## src/rtl/core/rtc_pkg.sv

```systemverilog
// shared types and constants of the refrigerator thermal controller
package rtc_pkg;

  localparam int TMR_W      = 23;
  localparam int CFG_IDX_W  = 3;
  localparam int CFG_DATA_W = 7;
  localparam int DIVN_W     = 14;
  localparam int DIVD_W     = 7;

  localparam logic [TMR_W-1:0] TMR_MAX = {TMR_W{1'b1}};

  localparam logic [6:0] PCT_SCALE = 7'd100;
  localparam logic [3:0] PW_CENTER = 4'd12;
  localparam logic [1:0] PW_SPAN   = 2'd3;

  typedef enum logic [1:0] {
    OP_TICK    = 2'd0,
    OP_SENSOR  = 2'd1,
    OP_DEFROST = 2'd2,
    OP_NONE    = 2'd3
  } opcode_t;

  typedef enum logic [CFG_IDX_W-1:0] {
    REG_FREEZER_SET  = 3'd0,
    REG_FRIDGE_SET   = 3'd1,
    REG_DEFROST_LIM  = 3'd2,
    REG_INTERVAL_HR  = 3'd3,
    REG_DURATION_MIN = 3'd4,
    REG_FREEZER_BAND = 3'd5,
    REG_FRIDGE_BAND  = 3'd6,
    REG_UNUSED       = 3'd7
  } reg_idx_t;

  localparam logic [6:0] RST_FREEZER_SET  = 7'h6E;  // -18
  localparam logic [4:0] RST_FRIDGE_SET   = 5'd2;
  localparam logic [5:0] RST_DEFROST_LIM  = 6'd5;
  localparam logic [4:0] RST_INTERVAL_HR  = 5'd6;
  localparam logic [5:0] RST_DURATION_MIN = 6'd20;
  localparam logic [3:0] RST_FREEZER_BAND = 4'd4;
  localparam logic [4:0] RST_FRIDGE_BAND  = 5'd8;

  typedef struct packed {
    logic [1:0]        opcode;
    logic signed [7:0] fridge_temp;
    logic signed [7:0] freezer_temp;
    logic signed [7:0] defrost_temp;
  } in_item_t;

  typedef struct packed {
    logic       servo_pulse;
    logic       compressor_on;
    logic       defroster_on;
    logic [3:0] damper_width;
  } out_item_t;

  typedef struct packed {
    logic              start;
    logic [DIVN_W-1:0] dividend;
    logic [DIVD_W-1:0] divisor;
  } div_req_t;

  typedef struct packed {
    logic              done;
    logic [DIVN_W-1:0] quotient;
  } div_rsp_t;

  typedef enum logic [3:0] {
    S_IDLE,
    S_TICK_FRAME,
    S_TICK_CHK,
    S_MANUAL,
    S_SENSOR,
    S_DIV1,
    S_DIV2,
    S_FIN
  } state_t;

endpackage

```

## src/rtl/core/rtc_if.sv

```systemverilog
// valid/ready channel interfaces for input items and result items
interface rtc_in_if
  import rtc_pkg::*;
();
  logic     valid;
  logic     ready;
  in_item_t data;
  modport source (output valid, output data, input ready);
  modport sink (input valid, input data, output ready);
endinterface

interface rtc_out_if
  import rtc_pkg::*;
();
  logic      valid;
  logic      ready;
  out_item_t data;
  modport source (output valid, output data, input ready);
  modport sink (input valid, input data, output ready);
endinterface

```

## src/rtl/core/rtc_div.sv

```systemverilog
// restoring unsigned divider, one quotient bit per cycle
module rtc_div
  import rtc_pkg::*;
(
  input  logic     clk,
  input  logic     rst_n,
  input  div_req_t req,
  output div_rsp_t rsp
);

  localparam int CNT_W = $clog2(DIVN_W + 1);

  logic [DIVN_W-1:0] quo_r, quo_nxt;
  logic [DIVD_W-1:0] rem_r, rem_nxt;
  logic [DIVD_W-1:0] dvs_r;
  logic [CNT_W-1:0]  cnt_r, cnt_nxt;
  logic              done_r, done_nxt;
  logic [DIVD_W:0]   shifted;
  logic [DIVD_W:0]   trial;
  logic              fits;

  always_comb begin
    shifted  = {rem_r, quo_r[DIVN_W-1]};
    trial    = shifted - {1'b0, dvs_r};
    fits     = (shifted >= {1'b0, dvs_r});
    quo_nxt  = quo_r;
    rem_nxt  = rem_r;
    cnt_nxt  = cnt_r;
    done_nxt = 1'b0;
    if (req.start) begin
      quo_nxt = req.dividend;
      rem_nxt = '0;
      cnt_nxt = CNT_W'(DIVN_W);
    end else if (cnt_r != '0) begin
      quo_nxt  = {quo_r[DIVN_W-2:0], fits};
      rem_nxt  = fits ? trial[DIVD_W-1:0] : shifted[DIVD_W-1:0];
      cnt_nxt  = cnt_r - 1'b1;
      done_nxt = (cnt_r == CNT_W'(1));
    end
  end

  always_ff @(posedge clk) begin
    if (!rst_n) begin
      cnt_r  <= '0;
      done_r <= 1'b0;
    end else begin
      cnt_r  <= cnt_nxt;
      done_r <= done_nxt;
    end
  end

  always_ff @(posedge clk) begin
    quo_r <= quo_nxt;
    rem_r <= rem_nxt;
    if (req.start) begin
      dvs_r <= req.divisor;
    end
  end

  assign rsp.done     = done_r;
  assign rsp.quotient = quo_r;

endmodule

```

## src/rtl/core/refrigerator_thermal_controller.sv

```systemverilog
// top level: tick, sensor and defrost sequencer around a shared divider
//
//   channel  dir  payload                                          transfer
//   in_if    in   opcode, fridge/freezer/defrost temperature       valid & ready
//   out_if   out  servo_pulse, compressor_on, defroster_on, width  valid & ready
//   cfg_*    in   cfg_index, cfg_wdata                             cfg_we
//
// ticks pass S_TICK_FRAME, S_TICK_CHK, manual defrost S_MANUAL, unused opcodes
// none before S_FIN; sensors make two 14-step divider passes (one at zero band).
// rst_n is synchronous; it clears all control state and loads register defaults.
// in_if.ready is high only while the sequencer is idle; a finished result waits
// in the output register, and the next item is worked on meanwhile.
module refrigerator_thermal_controller
  import rtc_pkg::*;
#(
  parameter int FRAME_LIMIT      = 200,
  parameter int TICKS_PER_MINUTE = 3000,
  parameter int TICKS_PER_HOUR   = 180000
) (
  input  logic                  clk,
  input  logic                  rst_n,
  rtc_in_if.sink                in_if,
  rtc_out_if.source             out_if,
  input  logic                  cfg_we,
  input  logic [CFG_IDX_W-1:0]  cfg_index,
  input  logic [CFG_DATA_W-1:0] cfg_wdata
);

  localparam int IV_W  = $clog2(31 * TICKS_PER_HOUR + 1);
  localparam int DU_W  = $clog2(63 * TICKS_PER_MINUTE + 1);
  localparam int CMP_W = (IV_W > TMR_W) ? ((IV_W > DU_W) ? IV_W : DU_W)
                                        : ((TMR_W > DU_W) ? TMR_W : DU_W);

  // configuration registers
  logic [6:0] freezer_set_r;
  logic [4:0] fridge_set_r;
  logic [5:0] defrost_lim_r;
  logic [4:0] interval_hr_r;
  logic [5:0] duration_min_r;
  logic [3:0] freezer_band_r;
  logic [4:0] fridge_band_r;

  state_t           state_r, state_nxt;
  logic [7:0]       frame_r, frame_nxt;
  logic [TMR_W-1:0] timer_r, timer_nxt;
  logic             pulse_r, pulse_nxt;
  logic             comp_r, comp_nxt;
  logic             defr_r, defr_nxt;
  logic [3:0]       pw_r, pw_nxt;
  logic             sign_r, sign_nxt;
  logic             out_valid_r, out_valid_nxt;
  out_item_t        out_data_r;
  logic             out_load;

  in_item_t         item_r;
  logic [IV_W-1:0]  iv_r;
  logic [DU_W-1:0]  du_r;

  div_req_t div_req;
  div_rsp_t div_rsp;

  logic              in_xfer;
  logic [7:0]        frame_inc;
  logic signed [9:0] fz_s, on_thr, off_thr;
  logic signed [8:0] err;
  logic [7:0]        err_mag;
  logic [6:0]        q1_clamp;
  logic [1:0]        q2;

  rtc_div u_div (
    .clk  (clk),
    .rst_n(rst_n),
    .req  (div_req),
    .rsp  (div_rsp)
  );

  assign in_xfer   = in_if.valid && in_if.ready;
  assign in_if.ready = (state_r == S_IDLE);

  always_comb begin
    frame_inc = frame_r + 8'd1;
    fz_s      = 10'(item_r.freezer_temp);
    on_thr    = 10'($signed(freezer_set_r)) + $signed({6'b0, freezer_band_r});
    off_thr   = 10'($signed(freezer_set_r)) - $signed({6'b0, freezer_band_r});
    err       = 9'(item_r.fridge_temp) - 9'($signed(fridge_set_r));
    err_mag   = err[8] ? 8'(-err) : err[7:0];
    q1_clamp  = (div_rsp.quotient > DIVN_W'(PCT_SCALE)) ? PCT_SCALE
                                                       : div_rsp.quotient[6:0];
    q2        = div_rsp.quotient[1:0];

    state_nxt        = state_r;
    frame_nxt        = frame_r;
    timer_nxt        = timer_r;
    pulse_nxt        = pulse_r;
    comp_nxt         = comp_r;
    defr_nxt         = defr_r;
    pw_nxt           = pw_r;
    sign_nxt         = sign_r;
    out_load         = 1'b0;
    div_req.start    = 1'b0;
    div_req.dividend = '0;
    div_req.divisor  = {2'b0, fridge_band_r};

    case (state_r)
      S_IDLE: begin
        if (in_xfer) begin
          case (opcode_t'(in_if.data.opcode))
            OP_TICK:    state_nxt = S_TICK_FRAME;
            OP_SENSOR:  state_nxt = S_SENSOR;
            OP_DEFROST: state_nxt = S_MANUAL;
            default:    state_nxt = S_FIN;
          endcase
        end
      end
      S_TICK_FRAME: begin
        if (frame_r > 8'(FRAME_LIMIT)) begin
          frame_nxt = '0;
          if (timer_r != TMR_MAX) begin
            timer_nxt = timer_r + 1'b1;
          end
          pulse_nxt = ({4'b0, pw_r} == 8'd0) ? 1'b0 : 1'b1;
        end else begin
          frame_nxt = frame_inc;
          if (frame_inc >= {4'b0, pw_r}) begin
            pulse_nxt = 1'b0;
          end
        end
        state_nxt = S_TICK_CHK;
      end
      S_TICK_CHK: begin
        if (CMP_W'(timer_r) > CMP_W'(iv_r)) begin
          timer_nxt = '0;
          comp_nxt  = 1'b0;
          defr_nxt  = 1'b1;
        end else if (CMP_W'(timer_r) > CMP_W'(du_r)) begin
          defr_nxt = 1'b0;
        end
        state_nxt = S_FIN;
      end
      S_MANUAL: begin
        timer_nxt = (CMP_W'(iv_r) > CMP_W'(TMR_MAX)) ? TMR_MAX : TMR_W'(iv_r);
        state_nxt = S_FIN;
      end
      S_SENSOR: begin
        if (!defr_r) begin
          if (fz_s > on_thr) begin
            comp_nxt = 1'b1;
          end else if (fz_s < off_thr) begin
            comp_nxt = 1'b0;
          end
        end
        if ($signed(item_r.defrost_temp) > $signed(defrost_lim_r)) begin
          defr_nxt = 1'b0;
        end
        sign_nxt      = err[8];
        div_req.start = 1'b1;
        if (fridge_band_r == '0) begin
          // zero band: full deflection toward the sign of the error, none for zero error
          div_req.dividend = (err_mag == '0) ? '0
                                             : DIVN_W'(PCT_SCALE) * DIVN_W'(PW_SPAN);
          div_req.divisor  = PCT_SCALE;
          state_nxt        = S_DIV2;
        end else begin
          div_req.dividend = DIVN_W'(err_mag) * DIVN_W'(PCT_SCALE);
          state_nxt        = S_DIV1;
        end
      end
      S_DIV1: begin
        if (div_rsp.done) begin
          div_req.start    = 1'b1;
          div_req.dividend = DIVN_W'(q1_clamp) * DIVN_W'(PW_SPAN);
          div_req.divisor  = PCT_SCALE;
          state_nxt        = S_DIV2;
        end
      end
      S_DIV2: begin
        if (div_rsp.done) begin
          pw_nxt    = sign_r ? (PW_CENTER - {2'b0, q2}) : (PW_CENTER + {2'b0, q2});
          state_nxt = S_FIN;
        end
      end
      S_FIN: begin
        if (!out_valid_r || out_if.ready) begin
          out_load  = 1'b1;
          state_nxt = S_IDLE;
        end
      end
      default: state_nxt = S_IDLE;
    endcase

    if (out_load) begin
      out_valid_nxt = 1'b1;
    end else if (out_if.ready) begin
      out_valid_nxt = 1'b0;
    end else begin
      out_valid_nxt = out_valid_r;
    end
  end

  always_ff @(posedge clk) begin
    if (!rst_n) begin
      state_r        <= S_IDLE;
      frame_r        <= '0;
      timer_r        <= '0;
      pulse_r        <= 1'b0;
      comp_r         <= 1'b0;
      defr_r         <= 1'b0;
      pw_r           <= '0;
      sign_r         <= 1'b0;
      out_valid_r    <= 1'b0;
      freezer_set_r  <= RST_FREEZER_SET;
      fridge_set_r   <= RST_FRIDGE_SET;
      defrost_lim_r  <= RST_DEFROST_LIM;
      interval_hr_r  <= RST_INTERVAL_HR;
      duration_min_r <= RST_DURATION_MIN;
      freezer_band_r <= RST_FREEZER_BAND;
      fridge_band_r  <= RST_FRIDGE_BAND;
    end else begin
      state_r     <= state_nxt;
      frame_r     <= frame_nxt;
      timer_r     <= timer_nxt;
      pulse_r     <= pulse_nxt;
      comp_r      <= comp_nxt;
      defr_r      <= defr_nxt;
      pw_r        <= pw_nxt;
      sign_r      <= sign_nxt;
      out_valid_r <= out_valid_nxt;
      if (cfg_we) begin
        case (reg_idx_t'(cfg_index))
          REG_FREEZER_SET:  freezer_set_r  <= cfg_wdata;
          REG_FRIDGE_SET:   fridge_set_r   <= cfg_wdata[4:0];
          REG_DEFROST_LIM:  defrost_lim_r  <= cfg_wdata[5:0];
          REG_INTERVAL_HR:  interval_hr_r  <= cfg_wdata[4:0];
          REG_DURATION_MIN: duration_min_r <= cfg_wdata[5:0];
          REG_FREEZER_BAND: freezer_band_r <= cfg_wdata[3:0];
          REG_FRIDGE_BAND:  fridge_band_r  <= cfg_wdata[4:0];
          default: ;
        endcase
      end
    end
  end

  // payload registers; timer limits are taken from the registers at accept
  always_ff @(posedge clk) begin
    if (in_xfer) begin
      item_r <= in_if.data;
      iv_r   <= IV_W'(interval_hr_r) * IV_W'(TICKS_PER_HOUR);
      du_r   <= DU_W'(duration_min_r) * DU_W'(TICKS_PER_MINUTE);
    end
    if (out_load) begin
      out_data_r.servo_pulse   <= pulse_r;
      out_data_r.compressor_on <= comp_r;
      out_data_r.defroster_on  <= defr_r;
      out_data_r.damper_width  <= pw_r;
    end
  end

  assign out_if.valid = out_valid_r;
  assign out_if.data  = out_data_r;

`ifndef SYNTHESIS
  a_relays_exclusive: assert property (@(posedge clk) disable iff (!rst_n)
    !(comp_r && defr_r))
    else $error("compressor and defroster both on");

  a_width_range: assert property (@(posedge clk) disable iff (!rst_n)
    (pw_r == 4'd0) || (pw_r >= 4'd9))
    else $error("damper width out of range");

  a_frame_bound: assert property (@(posedge clk) disable iff (!rst_n)
    frame_r <= 8'(FRAME_LIMIT + 1))
    else $error("frame counter passed its limit");

  a_div_done_state: assert property (@(posedge clk) disable iff (!rst_n)
    div_rsp.done |-> (state_r == S_DIV1 || state_r == S_DIV2))
    else $error("divider finished outside a divide state");

  a_result_after_fin: assert property (@(posedge clk) disable iff (!rst_n)
    out_load |=> out_valid_r && state_r == S_IDLE)
    else $error("result not presented after finishing an item");
`endif

endmodule
```

## src/flat_wrapper.sv

```systemverilog
// flat-port wrapper written by rule: the top's interface ports become plain ports
module refrigerator_thermal_controller_flat import rtc_pkg::*;
#(
  parameter int FRAME_LIMIT      = 200,
  parameter int TICKS_PER_MINUTE = 3000,
  parameter int TICKS_PER_HOUR   = 180000
)
  (clk, rst_n, cfg_we, cfg_index, cfg_wdata, in_if_valid, in_if_data, in_if_ready, out_if_valid, out_if_data, out_if_ready);
  rtc_in_if in_if_i ();
  rtc_out_if out_if_i ();
  input  logic clk;
  input  logic rst_n;
  input  logic cfg_we;
  input  logic [CFG_IDX_W-1:0] cfg_index;
  input  logic [CFG_DATA_W-1:0] cfg_wdata;
  input wire logic [$bits(in_if_i.valid)-1:0] in_if_valid;
  input wire logic [$bits(in_if_i.data)-1:0] in_if_data;
  output wire logic [$bits(in_if_i.ready)-1:0] in_if_ready;
  output wire logic [$bits(out_if_i.valid)-1:0] out_if_valid;
  output wire logic [$bits(out_if_i.data)-1:0] out_if_data;
  input wire logic [$bits(out_if_i.ready)-1:0] out_if_ready;
  assign in_if_i.valid = in_if_valid;
  assign in_if_i.data = in_if_data;
  assign in_if_ready = in_if_i.ready;
  assign out_if_valid = out_if_i.valid;
  assign out_if_data = out_if_i.data;
  assign out_if_i.ready = out_if_ready;
  refrigerator_thermal_controller #(.FRAME_LIMIT(FRAME_LIMIT), .TICKS_PER_MINUTE(TICKS_PER_MINUTE), .TICKS_PER_HOUR(TICKS_PER_HOUR)) u_core (.clk(clk), .rst_n(rst_n), .in_if(in_if_i), .out_if(out_if_i), .cfg_we(cfg_we), .cfg_index(cfg_index), .cfg_wdata(cfg_wdata));
endmodule
```

## config.mk

```make
export PLATFORM = sky130hd
export DESIGN_NAME = refrigerator_thermal_controller_flat
export DESIGN_NICKNAME = d
export VERILOG_FILES = /design/src/rtl/core/rtc_pkg.sv /design/src/rtl/core/rtc_if.sv /design/src/rtl/core/rtc_div.sv /design/src/rtl/core/refrigerator_thermal_controller.sv /design/src/flat_wrapper.sv
export SDC_FILE = /design/constraint.sdc
export NUM_CORES = 1
export LEC_CHECK = 0
export BUFFER_PORTS_ARGS = -buffer_cell sky130_fd_sc_hd__buf_2
export CORE_MARGIN = 3
export CORE_UTILIZATION = 50
export CTS_BUF_LIST = sky130_fd_sc_hd__clkbuf_16
export CTS_CLUSTER_SIZE = 40
export DETAILED_ROUTE_END_ITERATION = 8
export PLACE_DENSITY = 0.63
export SYNTH_ARGS = -nofsm -noshare
export SYNTH_HDL_FRONTEND = slang
export SYNTH_HIERARCHICAL = 1
export SYNTH_SLANG_ARGS = --single-unit
```

## constraint.sdc

```tcl
create_clock -name clk -period 6.6 [get_ports clk]
set_input_delay 0.33 -clock clk [delete_from_list [all_inputs] [get_ports clk]]
set_output_delay 0.33 -clock clk [all_outputs]
set_load 0.005 [all_outputs]
```

==> results of run 1 <==
==> power by group through the flow <==
stage | clock network [mW] | logic [mW] | registers, mW
finish | 0.969 | 2.58 | 1.65
global route | 1.04 | 2.96 | 1.68
CTS | 0.991 | 2.60 | 1.65
detailed placement | 0 | 2.57 | 1.67
global placement | 0 | 2.51 | 1.67
floorplan | 0 | 2.10 | 1.59
==> area by class of cell <==
| cell class | count | area [µm²] | area share, % |
|---|---|---|---|
| Multi-Input combinational cell | 993 | 7860 | 55.7 |
| Sequential cell | 178 | 4410 | 31.3 |
| Inverter | 157 | 589 | 4.18 |
| Clock buffer | 17 | 425 | 3.01 |
| Tap cell | 330 | 413 | 2.93 |
| Timing Repair Buffer | 54 | 283 | 2.00 |
| Clock inverter | 15 | 134 | 0.948 |
==> worst reg2reg max path: cells and delay by family (launching register included) <==
| family | cells | cell delay, ns |
|---|---|---|
| xor gates and xnor gates | 2 | 0.60 |
| DFF | 1 | 0.31 |
| AOI/OAI and AO/OA | 9 | 1.67 |
| muxes | 1 | 0.29 |
| and+or+nand+nor | 3 | 0.34 |
| adders and majority gates | 5 | 1.64 |
| buffers and inverters | 2 | 0.14 |
==> layout by cell type (no fill, tap or decap), types with 9 or more instances in the layout <==
| cell | synthesis | routed |
|---|---|---|
| nor2_1 | 114 | 114 |
| mux2i_1 | 35 | 35 |
| buf_2 | 5 | 49 |
| a21oi_1 | 81 | 81 |
| or3_1 | 9 | 9 |
| clkbuf_16 | 0 | 17 |
| and3_1 | 10 | 10 |
| nor3_1 | 36 | 36 |
| fa_1 | 34 | 34 |
| nand2_1 | 78 | 78 |
| a211oi_1 | 11 | 11 |
| and2_1 | 14 | 13 |
| nand2b_1 | 26 | 26 |
| xnor2_1 | 44 | 44 |
| nor2b_1 | 28 | 28 |
| a21o_1 | 21 | 21 |
| dfxtp_1 | 93 | 93 |
| ha_1 | 176 | 176 |
| edfxtp_1 | 85 | 85 |
| inv_1 | 155 | 156 |
| nand3_1 | 31 | 31 |
| xor2_1 | 29 | 29 |
| a221oi_1 | 11 | 11 |
| mux2_1 | 14 | 14 |
| o21ai_0 | 46 | 46 |
==> metrics by stage <==
stage | setup WS, ns | instances | hold slack [ns]
after floorplan | 1.93 | 1364 | 0.408
after global placement | 1.66 | 1712 | 0.416
after detailed placement | 1.40 | 1712 | 0.422
after CTS | 1.39 | 1744 | 0.0480
after global routing | 0.981 | 1744 | 0.0547
final | 1.37 | 1744 | 0.0699
==> worst max-delay path by stage <==
stage                                 from                      to
detailed placement  u_core/fridge_set_r[2]  u_core/u_div/quo_r[13]
finish              u_core/fridge_set_r[2]  u_core/u_div/quo_r[13]
CTS                 u_core/fridge_set_r[2]  u_core/u_div/quo_r[13]
global route        u_core/fridge_set_r[2]  u_core/u_div/quo_r[13]
floorplan                u_core/item_r[18]  u_core/u_div/quo_r[12]
global placement         u_core/item_r[18]  u_core/u_div/quo_r[12]
==> metal layers <==
metal,wire (µm),vias to the layer above
li1,-,4893
met1,13100,4533
met2,12900,152
met3,914,15
met4,218,0
met5,0,-
==> flip-flops by register name (all words and copies together) (netlist names), 7 cells and up <==
register / flops
u_core/timer_r: 23
u_core/iv_r: 18
u_core/item_r: 16
u_core/du_r: 15
u_core/u_div/quo_r: 14
u_core/frame_r: 8
u_core/fz_s: 8
u_core/freezer_set_r: 7
u_core/out_if.data: 7
u_core/u_div/dvs_r: 7
u_core/u_div/rem_r: 7
==> cells by family after synthesis <==
group | share of synthesized area [%]
AOI/OAI and AO/OA | 14.2
DFF | 33.9
muxes | 3.90
xor gates and xnor gates | 5.16
buffers and inverters | 5.71
adders and majority gates | 22.2
and+or+nand+nor | 15.0
==> impl_results.md, run 1 <==
- Status: completed
- Most used cell, CP: ha_1
- Yosys cell types: 85
- Average cell area after synthesis: 9.54 µm²
- H-Tree Depth: 4
- GRT Util Overall: 19.7%
- Worst Reg-to-Reg Cells: 22
- Synthesized area: 0.0130 mm²
- Core ar.: approximately 0.025 mm²
- Most frequent cell after synthesis: ha_1
- Switching part of the total: 40.2%
- Slowest stage delay, CP: 0.42 ns
- DRT iter0 DRCs: between 500 and 600
- Startpoint class of the critical path: register
- Post-synthesis sequential area ratio: 33.9%
- Crit path DAT: 5.42 ns
- Via count: approximately 9600
- DR pass1 iterations: 5
- Psw: 2.09 mW
- Post-route clock skew: ~0.012 ns
- # clock sinks: between 150 and 200
- Grt met1 use: ~27%
- End of the worst hold path: u_core/fz_s[1]
- EDFF count, synth: 85
- Achievable frequency: 191 MHz
- Unrepaired setup endpoints after global routing: false
- Largest net degree at the start of global routing: 58
- Setup TNS Final: 0 ns
- Crit-path max FO: 9
- # diodes: 0
- Clk buf depth: 2
- Area grow syn2layout: 8.47%
- Post-CTS Setup Bufs: 0
- Final ANT Viol Nets: 0
- Resize count post-CTS: 0
- Residual DRC: 0
- Total gr overflow: 0
- R2R Path Start: u_core/fridge_set_r[2]
- Layout Utilization: 55.6%
- Worst path depth: 22
- GR Layer Usage met2: 33.2%
- Power per cell area: roughly 370 mW/mm²
- Logic pwr share: 49.6%
- Final estimated routing congestion in global placement: 0.838
- Total power: 5.20 mW
- DIE HEIGHT: 167 µm
- Die footprint: approximately 0.028 mm²
- Fin nets: 1652
- Share of the synthesized area in the top cell type: between 15 and 20%
- CP required: 6.79 ns
- Grt peak-use layer: met2
- CTS tree: built
- Worst hold start: in_if_data[9]
- First-pass GRT wire length: 46.0 mm
- Horiz. Die Dim: 167 µm
- Vias per cell: between 5 and 6
- Synth top cells by count: 176 x ha_1, 155 x inv_1, 114 x nor2_1
- Grt met3 use: 2.79%
- Routed wire length per instance: ~16 µm
- Fin. max-slew vios: 0
- DP Area: roughly 0.014 mm²
- Worst-path clk slew: 0.07 ns
- Ports: 50
- Initial antenna violation count: 0
- Critical Path Sink Type: register
- Vias in the first global route: 9387
- Layout cells sized above 1: under 10%
- Hold Fails Final Rpt: 0
- Site Rows: slightly below 60
- Syn Nets: ~1600
- Reg2Reg Setup Slack: 1.37 ns
- CTS Buf Count: 17
- Routed WL: 27.1 mm
- Final Setup Violations: 0
- Clk_lat worst skew: between 0.4 and 0.5 ns
- Register share of total power: a little under a third
- Hold Crit Depth: 1
- Yosys warns: 6
- Min cycle time layout: 5.23 ns
- Cell-internal power: 3.11 mW
- Starting Density: 51.2%
- Syn Inst Count: about 1400
- FF+latch count, synth: 178
- Leading area contributor after synthesis: edfxtp_1
- Top_reg_cell synth: dfxtp_1
- Slew @ Worst Pin: 1.11 ns
- Worst r2r dst: u_core/u_div/quo_r[13]
- Slowest CP cell: ha_1
- Post-route clock period utilization: 79.3%
- Maximum Capacitance Violations: 0
- Family with the most delay on the worst path: compound AO/OA/AOI/OAI gates
- Worst slew margin: 25.8%
- CP Cell Sequence: inv_1, ha_1, o21ai_1, a21oi_2, o211a_1, o31ai_2, nand2_1, xnor2_1, inv_1, ha_1, ha_1, ha_1, ha_1, a21o_1, a21oi_1, nor2b_1, o21ai_0, a21oi_1, xnor2_1, or3_1, a21oi_1, mux2_1
- Hold crit path type: primary input to register
- Leakage: 6.36 nW
- Fillers: 2329
- Dpl hpwl: 20.6 mm
- Setup Crit Path Kind: register to register
- Port bufs: 49
- Post-CTS Hold Buffers: 0
- Worst ir drop on vdd: 0.230 mV
- Cell area after layout: 0.0141 mm²
- Clk root buf: clkbuf_16
- Top post-synthesis cells by area: edfxtp_1 20%, ha_1 17%, dfxtp_1 14%
- CP bufs+invs: 2
- Asr flop ratio synth: 0%
- Clock power share: 18.6%
(Power assumes the default switching activity.)
==> run 2: changes to the inputs <==
==> constraint.sdc (replaced) <==
create_clock -name clk -period 5.3 [get_ports clk]
set_input_delay 0.265 -clock clk [delete_from_list [all_inputs] [get_ports clk]]
set_output_delay 0.265 -clock clk [all_outputs]
set_load 0.005 [all_outputs]
==> run 2 against run 1 <==
  * Register-to-register slack worse by 1.0 ns
  * Combinational power rose by 26%
  * Cell area increased by 1.4%
  * Via count grew 1.3%
  * Sequential cell count did not move
==> impl_results.md, run 2 (synthesis gave the netlist of run 1 again) <==
- Area grow syn2layout: 9.99%
- Largest register FFs: 23 (unchanged)
- DIE HEIGHT: 167 µm (unchanged)
- Dpl hpwl: 20.6 mm (about the same)
- Horiz. Die Dim: 167 µm (unchanged)
- Vias per cell: 5.51 (+0.14%)
- Critical Path Sink Type: register
- DR pass1 iterations: 5 (unchanged)
- H-Tree Depth: 4 (unchanged)
- Starting Density: 51.2% (unchanged)
- Commonest non-fill, non-tap cell in the layout: ha_1
- Worst slew margin: 38.6% (+13 points)
- Status: completed
- Unrepaired setup endpoints after global routing: false
- Crit path DAT: 5.14 ns (-0.28 ns)
- Layout Utilization: 56.3% (+0.78 points)
- Vias in the first global route: 9601 (+2.3%)
- Worst-path clk slew: 0.07 ns (about the same)
- CP required: 5.48 ns (-1.31 ns)
- Hold Fails Final Rpt: 0 (unchanged)
- CP bufs+invs: 4 (+2)
- Largest net degree at the start of global routing: 58 (unchanged)
- Site Rows: 58 (unchanged)
- Hold crit path type: primary input to register
- Commonest cells after routing, fill and taps aside: 174 x ha_1, 157 x inv_1, 114 x nor2_1, 93 x dfxtp_1, 85 x edfxtp_1
- Achievable frequency: 202 MHz (+5.6%)
- DRT iter0 DRCs: 585 (+1.7%)
- Slowest stage delay, CP: 0.50 ns (+0.08 ns)
- Fin. max-slew vios: 0 (unchanged)
- Crit-path max FO: 6 (-3)
- Worst Reg-to-Reg Cells: 21 (-4.5%)
- Routed wire length per instance: 15.6 µm (+0.44%)
- Post-route clock period utilization: 93.5% (+14 points)
- CTS Buf Count: 17 (unchanged)
- Core ar.: 0.0254 mm² (unchanged)
- # diodes: 0 (unchanged)
- Largest regs: u_core/timer_r x23, u_core/iv_r x18, u_core/item_r x16
- Final Setup Violations: 0 (unchanged)
- Fin nets: 1672 (+1.2%)
- Worst path depth: 21 (-4.5%)
- Family with the most delay on the worst path: adder cells
- Min cycle time layout: 4.95 ns (-0.279 ns)
- Total power: 6.48 mW (+25%)
- Residual DRC: 0 (unchanged)
- Setup TNS Final: 0 ns (unchanged)
- First-pass GRT wire length: 46.8 mm (+1.6%)
- Startpoint class of the critical path: register
- Post-CTS Setup Bufs: 0 (unchanged)
- Fillers: 2299 (-1.3%)
- Ports: 50 (unchanged)
- Slew @ Worst Pin: 0.916 ns (-0.194 ns)
- Hold Crit Depth: 1 (unchanged)
- GRT Util Overall: 20.0% (+0.32 points)
- Setup Crit Path Kind: register to register
- CP Cell Sequence: ha_1, xnor2_1, inv_1, ha_1, inv_1, o41ai_2, nor2_1, xnor2_2, ha_1, ha_1, inv_1, fa_1, inv_1, ha_1, nor2b_1, o21ai_1, a21oi_1, xnor2_1, or3_1, a21oi_1, mux2_1
- Biggest register: u_core/timer_r
- Final ANT Viol Nets: 0 (unchanged)
- Reg2Reg Setup Slack: 0.35 ns (-1.02 ns)
- Leakage: 6.45 nW (+1.4%)
- Final estimated routing congestion in global placement: 0.844 (+0.72%)
- Most used cell, CP: ha_1
- Clk root buf: clkbuf_16
- Post-route clock skew: 0.0127 ns (+0.000253 ns)
- Initial antenna violation count: 0 (unchanged)
- Slowest CP cell: fa_1
- Clk_lat worst skew: 0.42 ns (about the same)
- Power per cell area: 453 mW/mm² (+23%)
- CTS tree: built
- Via count: 9717 (+1.3%)
- Routed WL: 27.5 mm (+1.6%)
- Total gr overflow: 0 (unchanged)
- Clk buf depth: 2 (unchanged)
- Maximum Capacitance Violations: 0 (unchanged)
- Worst ir drop on vdd: 0.300 mV (+30%)
- # clock sinks: 178 (unchanged)
- Port bufs: 49 (unchanged)
- Die footprint: 0.0280 mm² (unchanged)
- Layout cells sized above 1: 8.65% (+0.23 points)
==> run 2: changes by cell type in the layout (fill, tap and decap cells not counted), moves of 2 or more <==
| cell | delta |
|---|---|
| buf_4 | +2 |
| xnor2_2 | +2 |
| xnor2_1 | -2 |
| dlygate4sd3_1 | +18 |
| ha_2 | +2 |
| ha_1 | -2 |
==> run 2: what timing repair did <==
action / in CTS / in global routing
gates resized for setup: 0 / 6
hold buffers: 18 / 0
hold endpoints to repair: 18 / 0
endpoints found under the setup margin: 0 / 3
==> run 2: routing by layer <==
layer	global-route usage (%)	wire length [µm]
met5	0	0
met3	2.69	870
met2	33.2	13000
met4	4.77	310
met1	27.9	13400
==> run 2: final timing paths <==
kind                                         from                      to
worst max register to register  u_core/item_r[17]  u_core/u_div/quo_r[13]
worst min-delay path               in_if_data[20]       u_core/item_r[20]
worst min register to register     u_core/pulse_r   u_core/out_if.data[6]
worst max-delay path            u_core/item_r[17]  u_core/u_div/quo_r[13]
==> run 2: through the flow <==
step	worst slack (ns)	area (µm²)	std cells	hold slack (ns)
CTS	0.103	14300	1764	0.00151
finish	0.347	14300	1764	0.0215
floorplan	0.630	13000	1364	0.364
global placement	0.420	13600	1714	0.420
detailed placement	0.118	13600	1714	0.431
global route	0.0121	14300	1764	0.00255
==> run 2: where the power goes <==
group          internal [mW]  leakage, nW  switching, mW
Combinational           1.42         4.64           1.84
Sequential              1.82         1.55          0.234
Clock                  0.604        0.264          0.555
==> run 2: layout make-up <==
| cell class | instances | area, µm² | share of cell area [%] |
|---|---|---|---|
| Timing Repair Buffer | 74 | 478 | 3.34 |
| Clock buffer | 17 | 425 | 2.97 |
| Sequential cell | 178 | 4410 | 30.8 |
| Clock inverter | 15 | 108 | 0.752 |
| Tap cell | 330 | 413 | 2.88 |
| Multi-Input combinational cell | 993 | 7890 | 55.1 |
| Inverter | 157 | 589 | 4.12 |
==> run 3: changes to the inputs <==
--- a/config.mk
+++ b/config.mk
@@ -5,6 +5,7 @@
 export SDC_FILE = /design/constraint.sdc
 export NUM_CORES = 1
 export LEC_CHECK = 0
+export ABC_AREA = 1
 export BUFFER_PORTS_ARGS = -buffer_cell sky130_fd_sc_hd__buf_2
 export CORE_MARGIN = 3
 export CORE_UTILIZATION = 50
==> run 3 against run 2 <==
  * Worst hold slack worse by 0.0052 ns
  * Clock power up 8%
  * Power is 9.4% higher
  * Non-clock buffer count increased by 3
  * First-iteration DRC count rose by 3.6%
  * Sequential share of layout area is 1.2 points lower
  * Worst setup slack improved by 0.22 ns
  * Core utilization rose by 0.20 points
  * Count of clock-buffer cells in the layout rose by 1
  * Clock skew is 0.0014 ns lower
  * Critical path type unchanged
==> impl_results.md, run 3 <==
- Status: completed
- Slowest stage delay, CP: 0.44 ns (-0.06 ns)
- Starting Density: 51.3% (+0.10 points)
- Routed WL: 29.8 mm (+8.3%)
- Clock power share: 17.6% (-0.3 points)
- Via count: 11140 (+15%)
- Hold Crit Depth: 1 (unchanged)
- Switching part of the total: 44.9% (+4.4 points)
- Slew @ Worst Pin: 0.786 ns (-0.131 ns)
- R2R Path Start: u_core/fridge_set_r[4]
- Site Rows: 59 (+1.7%)
- Hold crit path type: primary input to register
- Dpl hpwl: 23.2 mm (+13%)
- Die footprint: 0.0291 mm² (+3.8%)
- Min cycle time layout: 4.74 ns (-0.217 ns)
- Synthesized area: 0.0135 mm² (+4.0%)
- Setup Crit Path Kind: register to register
- # diodes: 0 (unchanged)
- # clock sinks: 178 (unchanged)
- Dpl ws: 0.607 ns (+0.488 ns)
- Largest regs: u_core/timer_r x23, u_core/iv_r x18, u_core/item_r x16
- Total power: 7.09 mW (+9.4%)
- Unrepaired setup endpoints after global routing: false
- Fin nets: 2054 (+23%)
- First-pass GRT wire length: 50.8 mm (+8.7%)
- Register share of total power: 29.7% (-2.1 points)
- Syn Nets: 1980 (+23%)
- Post-synthesis sequential area ratio: 32.6% (-1.3 points)
- EDFF count, synth: 85 (unchanged)
- Reg2Reg Setup Slack: 0.56 ns (+0.22 ns)
- Achievable frequency: 211 MHz (+4.6%)
- CTS Buf Count: 17 (unchanged)
- Top_reg_cell synth: dfxtp_1
- Asr flop ratio synth: 0% (unchanged)
- Final estimated routing congestion in global placement: 0.929 (+10%)
- Yosys warns: 6 (unchanged)
- DRT iter0 DRCs: 606 (+3.6%)
- Final Setup Violations: 0 (unchanged)
- Biggest register: u_core/timer_r
- Port bufs: 49 (unchanged)
- Worst r2r dst: u_core/u_div/quo_r[12]
- Slowest CP cell: fa_1
- Worst slew margin: 47.4% (+8.8 points)
- Largest register FFs: 23 (unchanged)
- Worst-path clk slew: 0.07 ns (about the same)
- Worst ir drop on vdd: 0.269 mV (-11%)
- Layout cells sized above 1: 7.10% (-1.5 points)
- Power per cell area: 476 mW/mm² (+5.1%)
- End of the worst hold path: u_core/item_r[19]
- Most used cell, CP: nor2_1
- H-Tree Depth: 4 (unchanged)
- Yosys cell types: 60 (-29%)
- Leading area contributor after synthesis: edfxtp_1
- Clk_lat worst skew: 0.43 ns (about the same)
- Critical Path Sink Type: register
- Final ANT Viol Nets: 0 (unchanged)
- Largest net degree at the start of global routing: 58 (unchanged)
- CTS tree: built
- Synth top cells by count: 350 x nand2_1, 301 x inv_1, 176 x ha_1
- Post-route clock period utilization: 89.4% (-4.1 points)
- Crit path DAT: 4.93 ns (-0.21 ns)
- Vias per cell: 5.18 (-6.0%)
- Top post-synthesis cells by area: edfxtp_1 19%, ha_1 16%, dfxtp_1 14%
- Vias in the first global route: 10744 (+12%)
- Routed wire length per instance: 13.9 µm (-11%)
- Cell-internal power: 3.90 mW (+1.3%)
- Commonest non-fill, non-tap cell in the layout: nand2_1
- Fin. max-slew vios: 0 (unchanged)
- Horiz. Die Dim: 170 µm (+1.9%)
- Hold Fails Final Rpt: 0 (unchanged)
- Syn Inst Count: 1729 (+27%)
- Area grow syn2layout: 10.2%
- Total gr overflow: 0 (unchanged)
- Worst Reg-to-Reg Cells: 24 (+14%)
- Maximum Capacitance Violations: 0 (unchanged)
- Most frequent cell after synthesis: nand2_1
- DIE HEIGHT: 170 µm (+1.9%)
- Final Worst Setup Slack: 0.564 ns (+0.217 ns)
- DR pass1 iterations: 5 (unchanged)
- FF+latch count, synth: 178 (unchanged)
- Share of the synthesized area in the top cell type: 18.9% (-0.75 points)
- Average cell area after synthesis: 7.82 µm² (-18%)
- Ports: 50 (unchanged)
- Setup TNS Final: 0 ns (unchanged)
- Post-route clock skew: 0.0113 ns (-0.00142 ns)
- Initial antenna violation count: 0 (unchanged)
- GRT Util Overall: 21.2% (+1.2 points)
- CP Cell Sequence: inv_1, ha_1, a21oi_1, o21a_1, nand3_1, nand2_1, inv_1, o21ai_0, ha_1, ha_1, ha_1, inv_1, fa_1, nor2_1, o21a_1, nor2_1, nor2_1, nor2_1, nor2_1, nor2_1, nor2_1, nor3_1, nand2_1, nand2_1
- Commonest cells after routing, fill and taps aside: 350 x nand2_1, 302 x inv_1, 176 x ha_1, 163 x nor2_1, 112 x a21oi_1
- Logic pwr share: 52.7% (+2.4 points)
- Core ar.: 0.0264 mm² (+3.8%)
- Worst hold start: in_if_data[19]
- Startpoint class of the critical path: register
- Clk root buf: clkbuf_16
- Leakage: 7.29 nW (+13%)
- CP bufs+invs: 3 (-1)
- Clk buf depth: 2 (unchanged)
- Post-CTS Setup Bufs: 0 (unchanged)
- Residual DRC: 0 (unchanged)
- CP required: 5.49 ns (about the same)
- Crit-path max FO: 12 (+6)
- Psw: 3.19 mW (+21%)
- Family with the most delay on the worst path: adder cells
-- run 3: cell types whose count changed after synthesis, sizes merged, moves of 26 or more --
cell and change:
inv +146, a21oi +40, nand2 +285, xnor2 -35, o21ai +38, nand2b -26
nor2 +49, nand3 +75, mux2i -35, nor2b -28
-- run 3: cells by family (layout without fill, tap and decap cells) --
kind of cell / after synthesis / count (layout) / share of synthesized area [%]
AND/OR/NAND/NOR: 704 / 704 / 22.2
AO/OA/AOI/OAI: 260 / 260 / 11.0
XOR/XNOR: 51 / 51 / 3.30
adder cells (fa/ha/maj): 210 / 210 / 21.3
flip-flops: 178 / 178 / 32.6
buffers and inverters: 326 / 413 / 9.54
-- run 3: how the worst max path moves through the flow --
stage                      startpoint                      to  cells past startpoint
2_1_floorplan       u_core/item_r[17]  u_core/u_div/quo_r[12]                     27
3_3_place_gp   u_core/fridge_set_r[4]  u_core/u_div/quo_r[12]                     24
3_5_place_dp   u_core/fridge_set_r[4]  u_core/u_div/quo_r[12]                     24
4_1_cts        u_core/fridge_set_r[4]  u_core/u_div/quo_r[12]                     24
5_1_grt             u_core/item_r[17]  u_core/u_div/quo_r[12]                     26
6_report       u_core/fridge_set_r[4]  u_core/u_div/quo_r[12]                     24
-- run 3: power by group through the flow --
stage / Sequential, mW / Clock [mW] / Combinational [mW]
finish: 2.11 / 1.25 / 3.74
floorplan: 2.07 / 0 / 2.98
detailed placement: 2.14 / 0 / 3.71
global placement: 2.13 / 0 / 3.65
global route: 2.15 / 1.34 / 4.37
CTS: 2.11 / 1.28 / 3.76
-- run 3: area by class of cell --
class	count	area [µm²]
Timing Repair Buffer	77	505
Clock inverter	14	138
Sequential cell	178	4410
Inverter	304	1140
Multi-Input combinational cell	1225	7830
Clock buffer	18	450
Fill cell	2482	11500
Tap cell	335	419
-- run 3: metal layers --
| metal | up-vias | GRT usage (%) | share of wire (%) |
|---|---|---|---|
| li1 | 5825 | - | - |
| met1 | 5111 | 28.6 | 48 |
| met2 | 182 | 36.9 | 48 |
| met3 | 22 | 2.62 | 3.2 |
| met4 | 0 | 4.37 | 1.0 |
| met5 | - | 0 | 0 |
-- run 3: repair_timing --
item | 4_1_cts | 5_1_grt
resized for setup | 0 | 0
endpoints found under the hold margin | 20 | 0
hold buffers | 20 | 0
-- run 3: metrics by stage --
stage	instances	hold WS, ns	instance area, µm²	utilization, %
after floorplan	1729	0.364	13500	-
final	2151	0.0163	14900	56.5
after detailed placement	2099	0.418	14100	53.6
after global routing	2151	0.000449	14900	56.5
after global placement	2099	0.416	14100	53.6
after CTS	2151	0.000795	14900	56.5
